File: src/rtl/core/bmm_pkg.sv
// ----------------------------------------------------------------------------
// bmm_pkg
// Shared types and constants for the blocked matrix multiply engine.
// ----------------------------------------------------------------------------
package bmm_pkg;

  localparam int DEF_MATRIX_DIM = 16;
  localparam int DEF_TILE_DIM   = 4;

  localparam int ELEM_W = 16;  // A and B element width
  localparam int PROD_W = 36;  // C element width
  localparam int IDX_W  = 4;   // row / col field width

  typedef enum logic [1:0] {
    KIND_WR_A    = 2'd0,
    KIND_WR_B    = 2'd1,
    KIND_COMPUTE = 2'd2,
    KIND_RD_C    = 2'd3
  } kind_t;

  typedef enum logic [1:0] {
    ST_WRITE_OK = 2'd0,
    ST_DONE     = 2'd1,
    ST_READ     = 2'd2
  } status_t;

  typedef struct packed {
    kind_t                    kind;
    logic [IDX_W-1:0]         row;
    logic [IDX_W-1:0]         col;
    logic signed [ELEM_W-1:0] value;
  } bmm_in_t;

  typedef struct packed {
    status_t                  status;
    logic signed [PROD_W-1:0] product;
  } bmm_out_t;

  // Flags that travel with each multiply-accumulate step.
  typedef struct packed {
    logic valid;      // step carries a real operand pair
    logic first;      // first k of a C element
    logic last;       // last k of a C element
    logic last_elem;  // last C element of the product
  } mac_ctl_t;

endpackage

File: src/rtl/core/bmm_mac.sv
// ----------------------------------------------------------------------------
// bmm_mac
// Shared multiply-accumulate unit: registered 16x16 multiply, exact
// accumulate over k, and saturation of each finished C element.
// ----------------------------------------------------------------------------
module bmm_mac #(
  parameter int MATRIX_DIM = 16,
  parameter int ADDR_W     = 8
) (
  input  logic                               clk,
  input  logic                               rst,
  input  bmm_pkg::mac_ctl_t                  ctl_in,
  input  logic [ADDR_W-1:0]                  c_addr_in,
  input  logic signed [bmm_pkg::ELEM_W-1:0]  a_data,
  input  logic signed [bmm_pkg::ELEM_W-1:0]  b_data,
  output logic                               c_we,
  output logic [ADDR_W-1:0]                  c_addr,
  output logic signed [bmm_pkg::PROD_W-1:0]  c_wdata,
  output logic                               done
);
  import bmm_pkg::*;

  localparam int MUL_W  = 2 * ELEM_W;
  localparam int SUM_W  = MUL_W + $clog2(MATRIX_DIM);
  localparam int ACC_W  = (SUM_W > PROD_W) ? SUM_W : PROD_W;
  localparam logic signed [ACC_W-1:0] SAT_HI =
    {{(ACC_W - PROD_W + 1){1'b0}}, {(PROD_W - 1){1'b1}}};
  localparam logic signed [ACC_W-1:0] SAT_LO =
    {{(ACC_W - PROD_W + 1){1'b1}}, {(PROD_W - 1){1'b0}}};

  mac_ctl_t                 ctl_rd, ctl_mul, ctl_acc;
  logic [ADDR_W-1:0]        addr_rd, addr_mul, addr_acc;
  logic signed [MUL_W-1:0]  prod;
  logic signed [ACC_W-1:0]  acc;

  // Stage 1 lines up with the operand memory read latency.
  always_ff @(posedge clk) begin
    if (rst) begin
      ctl_rd  <= '0;
      ctl_mul <= '0;
      ctl_acc <= '0;
    end else begin
      ctl_rd  <= ctl_in;
      ctl_mul <= ctl_rd;
      ctl_acc <= ctl_mul;
    end
    addr_rd  <= c_addr_in;
    addr_mul <= addr_rd;
    addr_acc <= addr_mul;
    prod     <= a_data * b_data;
    if (ctl_mul.valid) begin
      acc <= ctl_mul.first ? ACC_W'(prod) : acc + ACC_W'(prod);
    end
  end

  always_comb begin
    priority if (acc > SAT_HI) begin
      c_wdata = SAT_HI[PROD_W-1:0];
    end else if (acc < SAT_LO) begin
      c_wdata = SAT_LO[PROD_W-1:0];
    end else begin
      c_wdata = acc[PROD_W-1:0];
    end
  end

  assign c_we   = ctl_acc.valid && ctl_acc.last;
  assign c_addr = addr_acc;
  assign done   = ctl_acc.valid && ctl_acc.last_elem;

endmodule
File: config.mk
export PLATFORM = sky130hd
export DESIGN_NAME = bmm_mac
export DESIGN_NICKNAME = d
export VERILOG_FILES = /design/src/rtl/core/bmm_pkg.sv /design/src/rtl/core/bmm_mac.sv
export SDC_FILE = /design/constraint.sdc
export NUM_CORES = 1
export LEC_CHECK = 0
export ABC_AREA = 1
export BUFFER_PORTS_ARGS = -buffer_cell sky130_fd_sc_hd__buf_2
export CAP_MARGIN = 20
export CORE_MARGIN = 5
export CORE_UTILIZATION = 45
export DETAILED_ROUTE_END_ITERATION = 10
export REMOVE_ABC_BUFFERS = 1
export SLEW_MARGIN = 25
export SYNTH_ARGS = -nofsm -noshare
export SYNTH_HDL_FRONTEND = slang
export SYNTH_SLANG_ARGS = --single-unit
File: constraint.sdc
create_clock -name clk -period 9.8 [get_ports clk]
set_input_delay 0.49 -clock clk [delete_from_list [all_inputs] [get_ports clk]]
set_output_delay 0.49 -clock clk [all_outputs]
set_load 0.1 [all_outputs]
# After elaboration in Yosys (flattened, before gate mapping)
# Cells that the tools add are included.
# totals
ff_bits	103
inputBits	46
output_inout_bits	46
elab_cells	25
# op_classes
add_sub_neg	1
multipliers	1
n_lt_le_gt_ge	2
n_mux	3
n_reduce_logical	2
# op_table
operator	count
$mux W36	3
$add A36 B32 Y36	1
$gt A36 B36 Y1 const B	1
$lt A36 B36 Y1 const B	1
$mul A16 B16 Y32	1
$logic_and A1 B1 Y1	2

# Logic depth before layout (Yosys ltp)
# logic_depth
word_depth	3
depth_mapped	27
mapped_depth_nobuf	25

# Worst setup path before layout
# Ideal clock, no wire load.
# synth_path
kind	input to register
start	input b_data[6] (netlist name)
end	register prod[31]
setup_time_ns	0.113
arrival_time_ns	5.739
required_ns	9.687
path_slack_ns	3.948
cell_stages	21
path_buffers	2
cell_sequence	clkbuf_1 clkbuf_1 nand2_1 fa_1 inv_1 fa_1 fa_1 fa_1 inv_1 fa_1 fa_1 inv_1 ha_1 inv_1 nor3_1 nand2_1 or2_2 nand3_1 inv_1 nand2_1 nand2_1
# synth_between
elab_chain_len	1
# synth_rtl
item	line_no	rtl
start: declaration	bmm_mac.sv:15	input logic signed [bmm_pkg::ELEM_W-1:0] b_data,
$mul A16 B16 Y32	bmm_mac.sv:50	prod <= a_data * b_data;
end signal: assignment	bmm_mac.sv:50	
end: declaration	bmm_mac.sv:33	logic signed [MUL_W-1:0] prod;
# No other way between the ends.
# A chain may end at the register's enable or synchronous reset.

# Worst setup path after layout
# layout_path
start	input b_data[4] (netlist name)
end	register prod[31]
# Same word-level chain as after synthesis.

==> key figures <==
Worst setup path
  – R2R Path Start: acc[0]
  – CP required: 10.05 ns
  – Setup CP Type: input pin to flop
  – Critical path buffers and inverters: 6
  – FF-to-FF path depth: 15
  – Critical-path maximum fanout: 16
  – Cell depth of the worst setup path: 20
  – Worst path max stage delay: 0.83 ns
  – Crit start category: input pin
  – CP cell instances: buf_2 > nand2_1 > fa_1 > inv_1 > fa_1 > fa_1 > fa_1 > inv_1 > fa_1 > fa_1 > inv_1 > ha_1 > inv_1 > nor3_1 > nand2_1 > or2_2 > nand3_1 > inv_1 > nand2_1 > nand2_1
  – Critical path's slowest cell: fa_1
  – Most used cell, CP: fa_1
  – Worst setup EP type: flop
  – Crit path launch: b_data[4]
  – Worst path top cell family by delay: adder cells
  – Critical Path AT: 6.09 ns

STA
  – Max Clock Skew: 0.02235 ns
  – Worst slew pin tran: 0.6107 ns
  – Final Hold Vio Count: 0
  – Peak Freq: 171.3 MHz
  – Tcrit/Tclk final: 59.57%
  – Final worst path period need: 5.838 ns
  – Slew headroom: 59.24%
  – RSZ-0062 raised after global routing: false
  – Final Slew Violations: 0
  – Final setup fails: 0
  – Setup_tns: 0 ns

CTS
  – H-Tree Level Count: 3
  – Post_cts resized: 0
  – # hold bufs at CTS: 0
  – Cts bufs inserted: 9
  – Setup Buffers After CTS: 0
  – CTS max path bufs: 2
  – Clock Latency Late Sink: 0.36 ns
  – CTS Sinks: 103
  – CTS tree: built
  – Root Driver: clkbuf_16
  – Clock transition at path regs: 0.09 ns

Floorplan
  – Row count: 69
  – Die width: 199.9 um
  – Initial Util: 45.62%
  – Die ar.: 39950 sq um
  – Die H: 199.9 um
  – Core Box Area: 35570 sq um
  – # IOs: 92

Min path
  – Hold Path Class: input pin to flop
  – WHS Path Cells: 1
  – Hold wc startpoint: c_addr_in[4]

Placed design
  – Post-DP HPWL: 37020 um
  – Gpl congestion: 0.9537
  – Port Buffers: 91

GRT
  – Gr ovfl total: 0
  – Largest net degree at the start of global routing: 38
  – Initial antenna violation count: 0
  – Vias in the first global route: 13960
  – GRT Total Usage: 22.98%
  – First-pass GRT wire length: 72540 um

Synth
  – Async SR Flop Fraction: 0%
  – Number of synthesized flops with an enable pin: 36
  – Most used DFF post-synth: dfxtp_1
  – Cell taking the most area after synthesis: fa_1
  – Avg Cell Area, Syn: 7.429 sq um
  – Seq/Total Area, Yosys: 14.93%
  – Share of the synthesized area in the top cell type: 32.45%
  – Post-Syn Area: 16230 sq um
  – Yosys Warn Count: 0
  – Synthesized flop and latch total: 103
  – Synth top area cells: fa_1, nand2_1, inv_1, ha_1, dfxtp_1
  – Syn Inst Count: 2184
  – Synth cell types: 34

Drt
  – WL/cell: 16.47 um
  – Drc violations: 0
  – Vias/cell: 4.929
  – ANT nets after route: 0
  – DRT Wirelength: 43690 um
  – Vias: 13080
  – Drt initial violations: 778
  – Drt pass-1 iters: 5

Cells and area
  – Ant diodes: 0
  – Layout area overhead: 5.999%
  – Nets: 2613
  – Commonest non-fill, non-tap cell in the layout: nand2_1
  – Share of layout cells above drive strength 1: 6.022%
  – Most frequent cells in the layout: nand2_1, inv_1, fa_1

Run status
  – Status: completed

Flow run
  – Maxcap violations: 0
-- cell usage after synthesis, types with 3 or more instances --
| cell | count |
|---|---|
| a21o_1 | 6 |
| a21oi_1 | 68 |
| clkbuf_1 | 98 |
| dfxtp_1 | 67 |
| edfxtp_1 | 36 |
| fa_1 | 263 |
| ha_1 | 117 |
| inv_1 | 580 |
| nand2_1 | 599 |
| nand3_1 | 77 |
| nand3b_1 | 8 |
| nand4_1 | 18 |
| nor2_1 | 118 |
| nor3_1 | 13 |
| o21ai_0 | 29 |
| o21ai_1 | 3 |
| o21ai_2 | 3 |
| o21bai_1 | 12 |
| or2_2 | 14 |
| xnor2_1 | 15 |
| xor2_1 | 22 |
-- cell families (layout without fill, tap and decap cells) --
group,after synthesis,after routing,share of synthesized area (%)
AOI/OAI and AO/OA,127,127,4.372
buffers and inverters,682,690,15.89
xor gates and xnor gates,37,37,1.997
DFF,103,103,14.93
and+or+nand+nor,855,855,21.34
adders and majority gates,380,380,41.47
-- area by class of cell --
class                   instances  area, sq um
multi-input cells            1399        11230
clock inverters                 7        93.84
repair buffers                 94        478.0
fillers                      3682        18370
clock buffers                   9        225.2
well taps                     461        576.8
inverters                     580         2177
flip-flops and latches        103         2422
-- layer usage --
metal	up-vias	GRT usage, %	part of all wire (%)
li1	6352	-	-
met1	6288	30.05	42
met2	368	40.92	50
met3	68	2.702	5.6
met4	0	5.686	2.2
met5	-	0	0
-- path summary, 6_finish.rpt --
check | endpoint | slack [ns]
max | prod[31] | 3.96
min | addr_rd[4] | 0.22
max reg2reg | acc[26] | 7.11
min reg2reg | addr_mul[7] | 0.32
-- metrics by stage --
stage	cell area (sq um)	hold WS, ns	worst slack (ns)	util [%]	cells
2_1_floorplan	15830	0.3096	4.272	-	2082
3_3_place_gp	16880	0.3095	3.647	47.46	2637
3_5_place_dp	16880	0.3121	3.563	47.46	2637
4_1_cts	17200	0.2055	3.938	48.35	2653
5_1_grt	17200	0.2031	3.606	48.35	2653
6_report	17200	0.2200	3.962	48.35	2653
-- flip-flops by register name, summed over array words and instances (netlist names) --
| register | count |
|---|---|
| acc | 36 |
| addr_mul | 8 |
| addr_rd | 8 |
| c_addr | 8 |
| ctl_acc | 3 |
| ctl_mul | 4 |
| ctl_rd | 4 |
| prod | 32 |
Power is left out: the tool's default activity adds up to more than one toggle a clock period on the data nets, which glitch-free logic cannot reach.
