<file path="src/rtl/core/bmm_pkg.sv">
// ----------------------------------------------------------------------------
// bmm_pkg
// Shared types and constants for the blocked matrix multiply engine.
// ----------------------------------------------------------------------------
package bmm_pkg;

  localparam int DEF_MATRIX_DIM = 16;
  localparam int DEF_TILE_DIM   = 4;

  localparam int ELEM_W = 16;  // A and B element width
  localparam int PROD_W = 36;  // C element width
  localparam int IDX_W  = 4;   // row / col field width

  typedef enum logic [1:0] {
    KIND_WR_A    = 2'd0,
    KIND_WR_B    = 2'd1,
    KIND_COMPUTE = 2'd2,
    KIND_RD_C    = 2'd3
  } kind_t;

  typedef enum logic [1:0] {
    ST_WRITE_OK = 2'd0,
    ST_DONE     = 2'd1,
    ST_READ     = 2'd2
  } status_t;

  typedef struct packed {
    kind_t                    kind;
    logic [IDX_W-1:0]         row;
    logic [IDX_W-1:0]         col;
    logic signed [ELEM_W-1:0] value;
  } bmm_in_t;

  typedef struct packed {
    status_t                  status;
    logic signed [PROD_W-1:0] product;
  } bmm_out_t;

  // Flags that travel with each multiply-accumulate step.
  typedef struct packed {
    logic valid;      // step carries a real operand pair
    logic first;      // first k of a C element
    logic last;       // last k of a C element
    logic last_elem;  // last C element of the product
  } mac_ctl_t;

endpackage

</file>
<file path="src/rtl/core/bmm_seq.sv">
// ----------------------------------------------------------------------------
// bmm_seq
// Loop sequencer for one product: walks column tiles, rows, columns within
// the tile and the inner index k, one operand pair per cycle.
// ----------------------------------------------------------------------------
module bmm_seq #(
  parameter int MATRIX_DIM = 16,
  parameter int TILE_DIM   = 4,
  parameter int ADDR_W     = 8
) (
  input  logic               clk,
  input  logic               rst,
  input  logic               start,
  output logic [ADDR_W-1:0]  a_addr,
  output logic [ADDR_W-1:0]  b_addr,
  output logic [ADDR_W-1:0]  c_addr,
  output bmm_pkg::mac_ctl_t  ctl
);
  import bmm_pkg::*;

  localparam int CW = (MATRIX_DIM > 1) ? $clog2(MATRIX_DIM) : 1;
  localparam int TW = (TILE_DIM > 1) ? $clog2(TILE_DIM) : 1;
  localparam logic [CW-1:0]     LAST_IDX  = CW'(MATRIX_DIM - 1);
  localparam logic [TW-1:0]     LAST_OFS  = TW'(TILE_DIM - 1);
  localparam logic [ADDR_W-1:0] DIM_A     = ADDR_W'(MATRIX_DIM);

  logic          busy, busy_next;
  logic [CW-1:0] tile_base, tile_base_next;
  logic [CW-1:0] i_cnt, i_cnt_next;
  logic [CW-1:0] j_cnt, j_cnt_next;
  logic [TW-1:0] j_ofs, j_ofs_next;
  logic [CW-1:0] k_cnt, k_cnt_next;

  logic k_last, j_last, i_last, all_last;

  assign k_last   = (k_cnt == LAST_IDX);
  assign i_last   = (i_cnt == LAST_IDX);
  assign j_last   = (j_ofs == LAST_OFS) || (j_cnt == LAST_IDX);
  assign all_last = k_last && i_last && (j_cnt == LAST_IDX);

  always_comb begin
    busy_next      = busy;
    tile_base_next = tile_base;
    i_cnt_next     = i_cnt;
    j_cnt_next     = j_cnt;
    j_ofs_next     = j_ofs;
    k_cnt_next     = k_cnt;
    if (start) begin
      busy_next      = 1'b1;
      tile_base_next = '0;
      i_cnt_next     = '0;
      j_cnt_next     = '0;
      j_ofs_next     = '0;
      k_cnt_next     = '0;
    end else if (busy) begin
      if (!k_last) begin
        k_cnt_next = k_cnt + 1'b1;
      end else begin
        k_cnt_next = '0;
        if (!j_last) begin
          j_cnt_next = j_cnt + 1'b1;
          j_ofs_next = j_ofs + 1'b1;
        end else begin
          j_ofs_next = '0;
          if (!i_last) begin
            i_cnt_next = i_cnt + 1'b1;
            j_cnt_next = tile_base;
          end else begin
            // open the next column tile right after this one
            i_cnt_next     = '0;
            tile_base_next = j_cnt + 1'b1;
            j_cnt_next     = j_cnt + 1'b1;
            if (j_cnt == LAST_IDX) begin
              busy_next = 1'b0;
            end
          end
        end
      end
    end
  end

  always_ff @(posedge clk) begin
    if (rst) begin
      busy <= 1'b0;
    end else begin
      busy <= busy_next;
    end
    tile_base <= tile_base_next;
    i_cnt     <= i_cnt_next;
    j_cnt     <= j_cnt_next;
    j_ofs     <= j_ofs_next;
    k_cnt     <= k_cnt_next;
  end

  assign a_addr = ADDR_W'(i_cnt) * DIM_A + ADDR_W'(k_cnt);
  assign b_addr = ADDR_W'(k_cnt) * DIM_A + ADDR_W'(j_cnt);
  assign c_addr = ADDR_W'(i_cnt) * DIM_A + ADDR_W'(j_cnt);

  assign ctl.valid     = busy;
  assign ctl.first     = busy && (k_cnt == '0);
  assign ctl.last      = busy && k_last;
  assign ctl.last_elem = busy && all_last;

endmodule

</file>
<file path="config.mk">
export PLATFORM = sky130hd
export DESIGN_NAME = bmm_seq
export DESIGN_NICKNAME = d
export VERILOG_FILES = /design/src/rtl/core/bmm_pkg.sv /design/src/rtl/core/bmm_seq.sv
export SDC_FILE = /design/constraint.sdc
export NUM_CORES = 1
export LEC_CHECK = 0
export ABC_CLOCK_PERIOD_IN_PS = 2000
export BUFFER_PORTS_ARGS = -buffer_cell sky130_fd_sc_hd__clkbuf_2
export CAP_MARGIN = 15
export CORE_ASPECT_RATIO = 0.5
export CORE_MARGIN = 4
export CORE_UTILIZATION = 27
export DETAILED_ROUTE_END_ITERATION = 6
export MAX_ROUTING_LAYER = met4
export PLACE_DENSITY = 0.58
export SYNTH_ARGS = -nofsm -noshare
export SYNTH_HDL_FRONTEND = slang
export SYNTH_SLANG_ARGS = --single-unit
</file>
<file path="constraint.sdc">
create_clock -name clk -period 2 [get_ports clk]
set_input_delay 0.3 -clock clk [delete_from_list [all_inputs] [get_ports clk]]
set_output_delay 0.3 -clock clk [all_outputs]
set_load 0.1 [all_outputs]
</file>
Yosys cells after proc, flatten, opt, wreduce, memory -nomap -nowiden
Index checks and enable logic that the tools add are counted.
- output and inout port bits: 28
- register bits: 19
- bits in writable memories: 0
- bits in latches: 0
- logic and storage cells: 37
- bits in read-only memories: 0
- memories kept: 0
- input bits: 3
- multiply operators: 0
- multiplexer cells: 11
- magnitude comparators: 0
- bitwise logic cells: 0
- equal/unequal tests: 4
- reductions and logical operators: 9
- $add $sub $neg: 7
- shift-type cells: 0
- div/mod/pow operators: 0
- operators with widths (cell ; count):
    8-bit by 4-bit adder with 8-bit output ; 3
    4-bit two-way mux ; 4
    4-bit by 1-bit adder with 4-bit output, second input constant ; 3
    4-bit == test, second input constant ; 3
    1-bit two-way mux ; 6
    1-bit logical AND ; 5
    4-bit logical NOT ; 1
    3-bit AND reduction ; 1
    2-bit by 1-bit adder with 2-bit output, second input constant ; 1
    2-bit == test, second input constant ; 1
    2-bit two-way mux ; 1
    2-bit AND reduction ; 1
    1-bit logical OR ; 1

Longest topological paths before layout
Gate-level depths: netlist of run 1.
- depth after elaboration: 7
- depth in mapped cells: 7
- depth with buffers taken out: 6

Worst setup path after synthesis of run 1
No wires, ideal clock.
- path kind: register -> output
- from: reg i_cnt[0]
- to: out ctl[0] in the netlist's numbering
- path buffers: 0
- stages on the path, launching flop included: 4
- data arrival time: 4.518 ns
- path slack: -2.818 ns
- data required time: 1.700 ns
- cells stage by stage: dfxtp_1 -> ha_1 -> nand3_1 -> nor4_1
- RTL lines (what ; line ; text):
    from (decl) ; bmm_seq.sv:29 ; logic [CW-1:0] i_cnt, i_cnt_next;
    from (signal assigned) ; bmm_seq.sv:89 ; i_cnt <= i_cnt_next;
    to (decl) ; bmm_seq.sv:17 ; output bmm_pkg::mac_ctl_t ctl

==> qor.csv, run 1 <==
stage;metric;value;unit
worst_hold_path;hold_start;rst;
worst_setup_path;path_max_fanout;8;
placed_design;routabilityCongestion;0.776;
yosys;yosysSeqAreaShare;0.356;
global_routing;globalRoute.totalOverflow;0;
sta;maxSlewHeadroom;0.638;
global_routing;grt_max_degree;20;
placed_design;port_buffers;30;
yosys;async_reset_ff_frac;0;
global_routing;grt_use_total;0.0992;
detailed_routing;drc;0;
worst_setup_path;end_kind;primary output;
sta;layout_worst_path_cycle_share;0.904;
sta;fin_hold_ws;0.193;ns
yosys;synth-edff-count;0;
worst_setup_path;reg2reg_depth;5;
detailed_routing;drt_iter0_markers;51;
clocking;cts_resized;0;
detailed_routing;avgRoutedWirePerCell;12.3;µm
run;cap_violations;0;
floorplanning;fp.dieH;52.5;µm
final_layout;nets;148;
worst_setup_path;critPathArrivalTime;1.51;ns
yosys;yosys_register_bits;19;
global_routing;first_global_vias;791;
yosys;yosysWarnings;0;
worst_setup_path;cp-start-kind;flip-flop;
worst_hold_path;holdCritPathClass;input pin to flip-flop;
floorplanning;coreArea;3620;µm²
clocking;cts.sinks;19;
power;power_leakage;0.543;nW
global_routing;antenna_found_initial;0;
yosys;syn-num-nets;131;
sta;rsz0062_at_grt;no;
yosys;syn_area;1070;µm²
sta;min_period;1.81;ns
detailed_routing;drtAntennaViolNets;0;
clocking;insertion_delay;0.26;ns
clocking;cts_tree;yes;
yosys;syn_avg_cell_area;8.69;µm²
final_layout;stdcell_count;190;
worst_setup_path;r2r_start;busy;
sta;setup_tns;0;ns
clocking;cts_root_buffer;clkbuf_8;
yosys;synth_ff_type;dfxtp_1;
placed_design;post-place-ws;0.356;ns
clocking;clockBufferDepth;2;
placed_design;dp_cells;186;
worst_setup_path;r2r_end;i_cnt[3];
clocking;ctsHoldBuffers;0;
floorplanning;die_x;97.0;µm
power;powerDensity;574;nW/µm²
detailed_routing;postRouteWirelength;2.34;mm
clocking;cts_setup_buffers;0;
placed_design;dpl.hpwl;1.69;mm
clocking;clkTransAtPathRegs;0.07;ns
global_routing;grt_pass1_wl;3.88;mm
sta;hold_violations;0;
floorplanning;ioPinCount;31;
detailed_routing;drt-pass1-iter-count;4;
detailed_routing;vias_per_cell;4.62;
power;power;790;µW
floorplanning;initial_core_util;0.295;
sta;slew_viol_final;0;
worst_setup_path;cp_data_required_time;1.70;ns
worst_setup_path;r2r_slack;0.33;ns
clocking;htreeDepth;1;
power;ir_drop;0.177;mV
run_status;outcome;finished clean;
sta;setup_viol;0;
sta;fin_skew;0.00530;ns
floorplanning;std_cell_rows;15;
yosys;synth_cells;123;
worst_setup_path;path_class;flip-flop to primary output;
clocking;cts_inserted_buffers;3;
worst_hold_path;holdPathStages;2;
sta;finalWorstSetupSlack;0.192;ns
yosys;yosysUniqueCellTypes;34;
sta;worst_pin_slew;0.545;ns
final_layout;diodes;0;
detailed_routing;num_vias;878;
floorplanning;die_area;5090;µm²
sta;fmax;0.553;GHz
worst_hold_path;min_to;busy;
final_layout;drive_above_1_share;0.432;
final_layout;area_growth;28.9;%
## routing by layer
| metal | routed length (µm) | vias up | track usage |
|---|---|---|---|
| li1 | - | 455 | - |
| met1 | 1190 | 404 | 0.124 |
| met5 | 0 | - | - |
| met2 | 1000 | 17 | 0.145 |
| met4 | 25 | 0 | 0.0420 |
| met3 | 115 | 2 | 0.0372 |
## report_power, final
| group | internal, mW | switching (mW) |
|---|---|---|
| Combinational | 0.0295 | 0.107 |
| Clock | 0.142 | 0.128 |
| Sequential | 0.372 | 0.0124 |
## per-stage QoR
step / cell area [µm²] / util
after global placement: 1330 / 0.368
after CTS: 1380 / 0.380
final: 1380 / 0.380
after detailed placement: 1330 / 0.368
after global routing: 1380 / 0.380
after floorplan: 1200 / -
## cells in the mapped netlist (all sizes together), types with 3 or more instances
cell type	number	area, µm²
a211oi	3	22.5
a21oi	9	45.0
buf	16	115
dfxtp	19	380
ha	5	62.6
inv	5	18.8
mux2i	4	40.0
nand2	8	32.5
nand3	9	45.0
nor2	11	41.3
nor3	5	36.3
o21ai	4	20.0
xor2	3	26.3
## layout make-up
type                    instances  area [µm²]
clock buffers                   4        45.0
fillers                       379        2240
inverters                       6        23.8
multi-input cells              80         627
flip-flops and latches         19         423
well taps                      51        63.8
repair buffers                 30         195
## layout by cell type, fill, tap and decap left out, types with 2 or more instances in the layout
| master | count |
|---|---|
| a21oi_1 | 9 |
| clkbuf_2 | 27 |
| a211oi_1 | 3 |
| inv_2 | 2 |
| nand2_1 | 7 |
| nand3_1 | 7 |
| xor2_1 | 3 |
| inv_1 | 3 |
| o21ai_0 | 4 |
| ha_1 | 2 |
| nor3_1 | 4 |
| clkbuf_8 | 3 |
| dfxtp_1 | 7 |
| dfxtp_4 | 11 |
| or3_1 | 2 |
| mux2i_1 | 4 |
| xnor2_1 | 2 |
| ha_4 | 3 |
| buf_12 | 3 |
| nor2_1 | 11 |
## state kept, by name, summed over array words and instances (netlist names)
name	cells
i_cnt	4
j_ofs	2
k_cnt	4
j_cnt	4
tile_base	4
busy	1
## logic make-up (layout without fill, tap and decap cells)
logic type / count (synthesis) / after routing / share of synthesized area
AO/OA/AOI/OAI: 24 / 24 / 0.155
XOR/XNOR: 5 / 5 / 0.0410
flip-flops: 19 / 19 / 0.356
AND/OR/NAND/NOR: 42 / 42 / 0.215
adder cells (fa/ha/maj): 5 / 5 / 0.0585
multiplexers: 4 / 4 / 0.0375
buffers and inverters: 24 / 40 / 0.137
## critical path, stage by stage (launching register included)
cell and delay [ns]:
dfxtp_1 0.53, inv_1 0.19, nor4b_4 0.31, buf_12 0.22
## worst max-delay path by stage
stage / startpoint / slack [ns] / cells past startpoint / to
floorplan: i_cnt[0] / -0.31 / 3 / ctl[0]
global placement: busy / 0.39 / 5 / i_cnt[3]
detailed placement: busy / 0.36 / 5 / i_cnt[3]
CTS: busy / 0.18 / 3 / ctl[2]
global route: busy / 0.12 / 3 / ctl[1]
finish: busy / 0.19 / 3 / ctl[2]
Note: power is estimated with default switching activity, not from simulation.
==> run 2, diff against run 1 <==
--- a/config.mk
+++ b/config.mk
@@ -8,7 +8,7 @@
 export ABC_CLOCK_PERIOD_IN_PS = 2000
 export BUFFER_PORTS_ARGS = -buffer_cell sky130_fd_sc_hd__clkbuf_2
 export CAP_MARGIN = 15
-export CORE_ASPECT_RATIO = 0.5
+export CORE_ASPECT_RATIO = 1.75
 export CORE_MARGIN = 4
 export CORE_UTILIZATION = 27
 export DETAILED_ROUTE_END_ITERATION = 6
==> qor.csv, run 2 (same netlist as run 1, synthesis figures left out) <==
stage;metric;value;unit;change
sta;hold_violations;0;;unchanged
worst_setup_path;end_kind;primary output;;
clocking;cts_inserted_buffers;3;;unchanged
floorplanning;fp.dieH;91.2;µm;+74%
floorplanning;initial_core_util;0.276;;-0.0186
sta;maxSlewHeadroom;0.639;;+0.000898
detailed_routing;drtAntennaViolNets;0;;unchanged
sta;fin_skew;0.00299;ns;-0.00231 ns
placed_design;dp_cells;183;;-1.6%
global_routing;first_global_vias;881;;+11%
detailed_routing;postRouteWirelength;2.50;mm;+7.1%
clocking;htreeDepth;1;;unchanged
detailed_routing;num_vias;931;;+6.0%
power;power_leakage;0.539;nW;-0.67%
global_routing;grt_pass1_wl;4.11;mm;+6.1%
detailed_routing;drt-pass1-iter-count;4;;unchanged
global_routing;antenna_found_initial;0;;unchanged
sta;rsz0062_at_grt;no;;
final_layout;final_cell_mix;27 x clkbuf_2, 11 x nor2_1, 11 x dfxtp_4, 9 x a21oi_1;;
floorplanning;die_area;5070;µm²;-0.42%
placed_design;routabilityCongestion;0.782;;+0.72%
worst_setup_path;cp-start-kind;flip-flop;;
sta;fmax;0.554;GHz;+0.17%
clocking;clkTransAtPathRegs;0.07;ns;about the same
detailed_routing;vias_per_cell;4.98;;+7.7%
detailed_routing;drc;0;;unchanged
final_layout;drive_above_1_share;0.432;;unchanged
clocking;insertion_delay;0.25;ns;about the same
clocking;cts_resized;0;;unchanged
clocking;cts_setup_buffers;0;;unchanged
placed_design;port_buffers;30;;unchanged
power;powerDensity;573;nW/µm²;-0.13%
global_routing;globalRoute.totalOverflow;0;;unchanged
clocking;cts_root_buffer;clkbuf_8;;
final_layout;stdcell_count;187;;-1.6%
detailed_routing;avgRoutedWirePerCell;13.4;µm;+8.8%
clocking;cts_tree;yes;;
sta;setup_viol;0;;unchanged
global_routing;grt_max_degree;20;;unchanged
floorplanning;coreArea;3870;µm²;+6.7%
floorplanning;ioPinCount;31;;unchanged
final_layout;fillerInstances;410;;+8.2%
power;ir_drop;0.265;mV;+49%
global_routing;grt_use_total;0.105;;+0.00537
final_layout;final_common_cell;clkbuf_2;;
sta;slew_viol_final;0;;unchanged
worst_setup_path;critPathArrivalTime;1.50;ns;about the same
final_layout;diodes;0;;unchanged
final_layout;nets;148;;unchanged
floorplanning;die_x;55.6;µm;-43%
floorplanning;std_cell_rows;30;;+15
sta;worst_pin_slew;0.544;ns;-0.00135 ns
run;cap_violations;0;;unchanged
sta;min_period;1.80;ns;-0.00315 ns
run_status;outcome;finished clean;;
worst_setup_path;cp_data_required_time;1.70;ns;about the same
final_layout;utilization;0.352;;-0.0282
worst_setup_path;path_max_fanout;8;;unchanged
sta;layout_worst_path_cycle_share;0.902;;-0.00158
final_layout;area_growth;27.4;%;
clocking;cts.sinks;19;;unchanged
clocking;ctsHoldBuffers;0;;unchanged
detailed_routing;drt_iter0_markers;20;;-61%
clocking;clockBufferDepth;2;;unchanged
placed_design;dpl.hpwl;1.96;mm;+16%
worst_setup_path;path_class;flip-flop to primary output;;
sta;fin_hold_ws;0.204;ns;+0.0104 ns
worst_hold_path;holdCritPathClass;input pin to flip-flop;;
==> run 2: cell counts in the layout (fill, tap and decap cells not counted) <==
No cell type changed its count.
==> run 2: final cells by class <==
cell class | instances | area, µm² | share of cell area
clock buffer | 4 | 45.0 | 0.0331
inverter | 6 | 23.8 | 0.0175
multi-input combinational | 80 | 627 | 0.460
sequential | 19 | 423 | 0.311
tap | 48 | 60.1 | 0.0441
timing repair buffer | 30 | 183 | 0.134
==> run 2: where the power goes <==
group          internal, mW  total (mW)  leakage [nW]  switching [mW]
Clock                 0.141       0.265        0.0228           0.124
Combinational        0.0248       0.131         0.354           0.106
Sequential            0.372       0.384         0.163          0.0123
Total                 0.538       0.780         0.539           0.242
==> run 2: per-layer routing <==
metal / vias up / global-route usage / part of all wire
met2: 30 / 0.190 / 0.56
met1: 440 / 0.104 / 0.37
met4: 0 / 0.0467 / 0.018
met3: 5 / 0.0228 / 0.052
met5: - / - / 0
li1: 456 / - / -
==> run 2: critical path, cell delays in order (launching register included) <==
cell	delay, ns
dfxtp_1	0.52
inv_1	0.17
nor4b_4	0.23
buf_4	0.33
==> run 2: final timing paths <==
kind / startpoint / depth (start not counted) / slack, ns / end
min: rst / 2 / 0.20 / busy
max: busy / 3 / 0.20 / ctl[2]
min reg2reg: j_ofs[1] / 2 / 0.46 / j_ofs[1]
max reg2reg: busy / 5 / 0.34 / i_cnt[3]
==> run 2: stage by stage <==
step | area [µm²] | setup TNS (ns) | total power, mW | worst slack (ns)
finish | 1360 | 0 | 0.780 | 0.195
global route | 1360 | 0 | 0.813 | 0.0997
CTS | 1360 | 0 | 0.794 | 0.170
detailed placement | 1320 | 0 | 0.525 | 0.350
global placement | 1320 | 0 | 0.522 | 0.410
floorplan | 1200 | -0.307 | 0.510 | -0.307
==> run 3, diff against run 2 <==
--- a/config.mk
+++ b/config.mk
@@ -10,10 +10,10 @@
 export CAP_MARGIN = 15
 export CORE_ASPECT_RATIO = 1.75
 export CORE_MARGIN = 4
-export CORE_UTILIZATION = 27
+export CORE_UTILIZATION = 40
 export DETAILED_ROUTE_END_ITERATION = 6
 export MAX_ROUTING_LAYER = met4
-export PLACE_DENSITY = 0.58
+export PLACE_DENSITY = 0.75
 export SYNTH_ARGS = -nofsm -noshare
 export SYNTH_HDL_FRONTEND = slang
 export SYNTH_SLANG_ARGS = --single-unit
==> qor.csv, run 3 (same netlist as run 1, synthesis figures left out) <==
stage;metric;value;unit;change
floorplanning;coreArea;2520;µm²;-35%
floorplanning;initial_core_util;0.424;;+0.147
floorplanning;ioPinCount;31;;unchanged
placed_design;post-place-ws;0.342;ns;-0.00749 ns
detailed_routing;vias_per_cell;5.54;;+11%
detailed_routing;wl_met2;1.33;mm;-4.5%
global_routing;grt_pass1_wl;3.96;mm;-3.7%
placed_design;dp_cells;161;;-12%
run;cap_violations;0;;unchanged
detailed_routing;drc;0;;unchanged
global_routing;first_global_vias;838;;-4.9%
final_layout;final_cell_mix;27 x clkbuf_2, 11 x nor2_1, 11 x dfxtp_4, 9 x a21oi_1;;
worst_setup_path;path_class;flip-flop to primary output;;
worst_setup_path;cp_data_required_time;1.70;ns;about the same
power;powerDensity;585;nW/µm²;+2.1%
worst_setup_path;cp-start-kind;flip-flop;;
detailed_routing;drt-met1-wl;881;µm;-5.9%
clocking;cts_tree;yes;;
clocking;htreeDepth;1;;unchanged
final_layout;utilization;0.529;;+0.177
floorplanning;die_area;3590;µm²;-29%
detailed_routing;drt_iter0_markers;28;;+40%
sta;fin_skew;0.00313;ns;+0.000134 ns
floorplanning;fp.dieH;76.4;µm;-16%
global_routing;antenna_found_initial;0;;unchanged
sta;setup_tns;0;ns;unchanged
clocking;clkTransAtPathRegs;0.07;ns;about the same
power;power_leakage;0.539;nW;unchanged
run_status;outcome;finished clean;;
global_routing;globalRoute.totalOverflow;0;;unchanged
sta;setup_viol;0;;unchanged
worst_setup_path;path_max_fanout;7;;-1
detailed_routing;highest_layer;met4;;
power;power;780;µW;about the same
sta;worst_pin_slew;0.554;ns;+0.00972 ns
clocking;cts_resized;0;;unchanged
detailed_routing;drtAntennaViolNets;0;;unchanged
worst_hold_path;holdCritPathClass;input pin to flip-flop;;
clocking;cts_inserted_buffers;3;;unchanged
worst_setup_path;critPathArrivalTime;1.50;ns;about the same
detailed_routing;postRouteWirelength;2.33;mm;-6.7%
sta;min_period;1.80;ns;-0.00684 ns
final_layout;final_common_cell;clkbuf_2;;
final_layout;stdcell_count;165;;-12%
detailed_routing;wl_met3;97;µm;-26%
placed_design;place_area;1290;µm²;-2.1%
detailed_routing;avgRoutedWirePerCell;14.1;µm;+5.8%
floorplanning;std_cell_rows;24;;-20%
clocking;cts_setup_buffers;0;;unchanged
sta;fmax;0.556;GHz;+0.38%
placed_design;routabilityCongestion;0.713;;-8.7%
final_layout;nets;148;;unchanged
sta;slew_viol_final;0;;unchanged
clocking;cts.sinks;19;;unchanged
sta;rsz0062_at_grt;no;;
clocking;cts_root_buffer;clkbuf_8;;
power;ir_drop;0.364;mV;+37%
sta;fin_hold_ws;0.197;ns;-0.00658 ns
final_layout;diodes;0;;unchanged
global_routing;grt_max_degree;20;;unchanged
final_layout;area_growth;24.8;%;
global_routing;grt_use_total;0.147;;+0.0424
floorplanning;die_x;47.1;µm;-15%
sta;finalWorstSetupSlack;0.202;ns;+0.00684 ns
sta;layout_worst_path_cycle_share;0.899;;-0.00342
clocking;ctsHoldBuffers;0;;unchanged
worst_setup_path;end_kind;primary output;;
final_layout;fin_area;1330;µm²;-2.0%
sta;maxSlewHeadroom;0.632;;-0.00645
final_layout;drive_above_1_share;0.432;;unchanged
clocking;insertion_delay;0.25;ns;about the same
sta;hold_violations;0;;unchanged
detailed_routing;num_vias;914;;-1.8%
placed_design;port_buffers;30;;unchanged
detailed_routing;drt-pass1-iter-count;4;;unchanged
clocking;clockBufferDepth;2;;unchanged
placed_design;dpl.hpwl;1.83;mm;-6.7%
-- run 3: critical path, cell delays in order, from the launching register on --
cell and delay (ns):
dfxtp_4 0.38, ha_4 0.15, nand3_4 0.14, nor4_4 0.35, buf_12 0.21
-- run 3: per-layer routing --
metal,global-route usage,vias to the layer above
li1,-,453
met1,0.170,436
met2,0.249,21
met3,0.0213,4
met4,0.0416,0
met5,-,-
-- run 3: final cells by class --
cell class	instances	area [µm²]
clock buffers	4	45.0
fillers	237	1190
inverters	6	23.8
multi-input cells	80	627
flip-flops and latches	19	423
well taps	26	32.5
repair buffers	30	183
-- run 3: power breakdown --
group	total [mW]	switching, mW	internal, mW
Sequential	0.384	0.0124	0.372
Combinational	0.130	0.106	0.0246
Clock	0.266	0.124	0.142
-- run 3: path summary, 6_finish.rpt --
path / start / slack [ns] / endpoint / cells past startpoint
setup reg to reg: busy / 0.32 / i_cnt[3] / 5
setup / recovery: i_cnt[0] / 0.20 / ctl[0] / 4
hold / removal: rst / 0.20 / busy / 2
hold reg to reg: j_ofs[1] / 0.47 / j_ofs[1] / 2
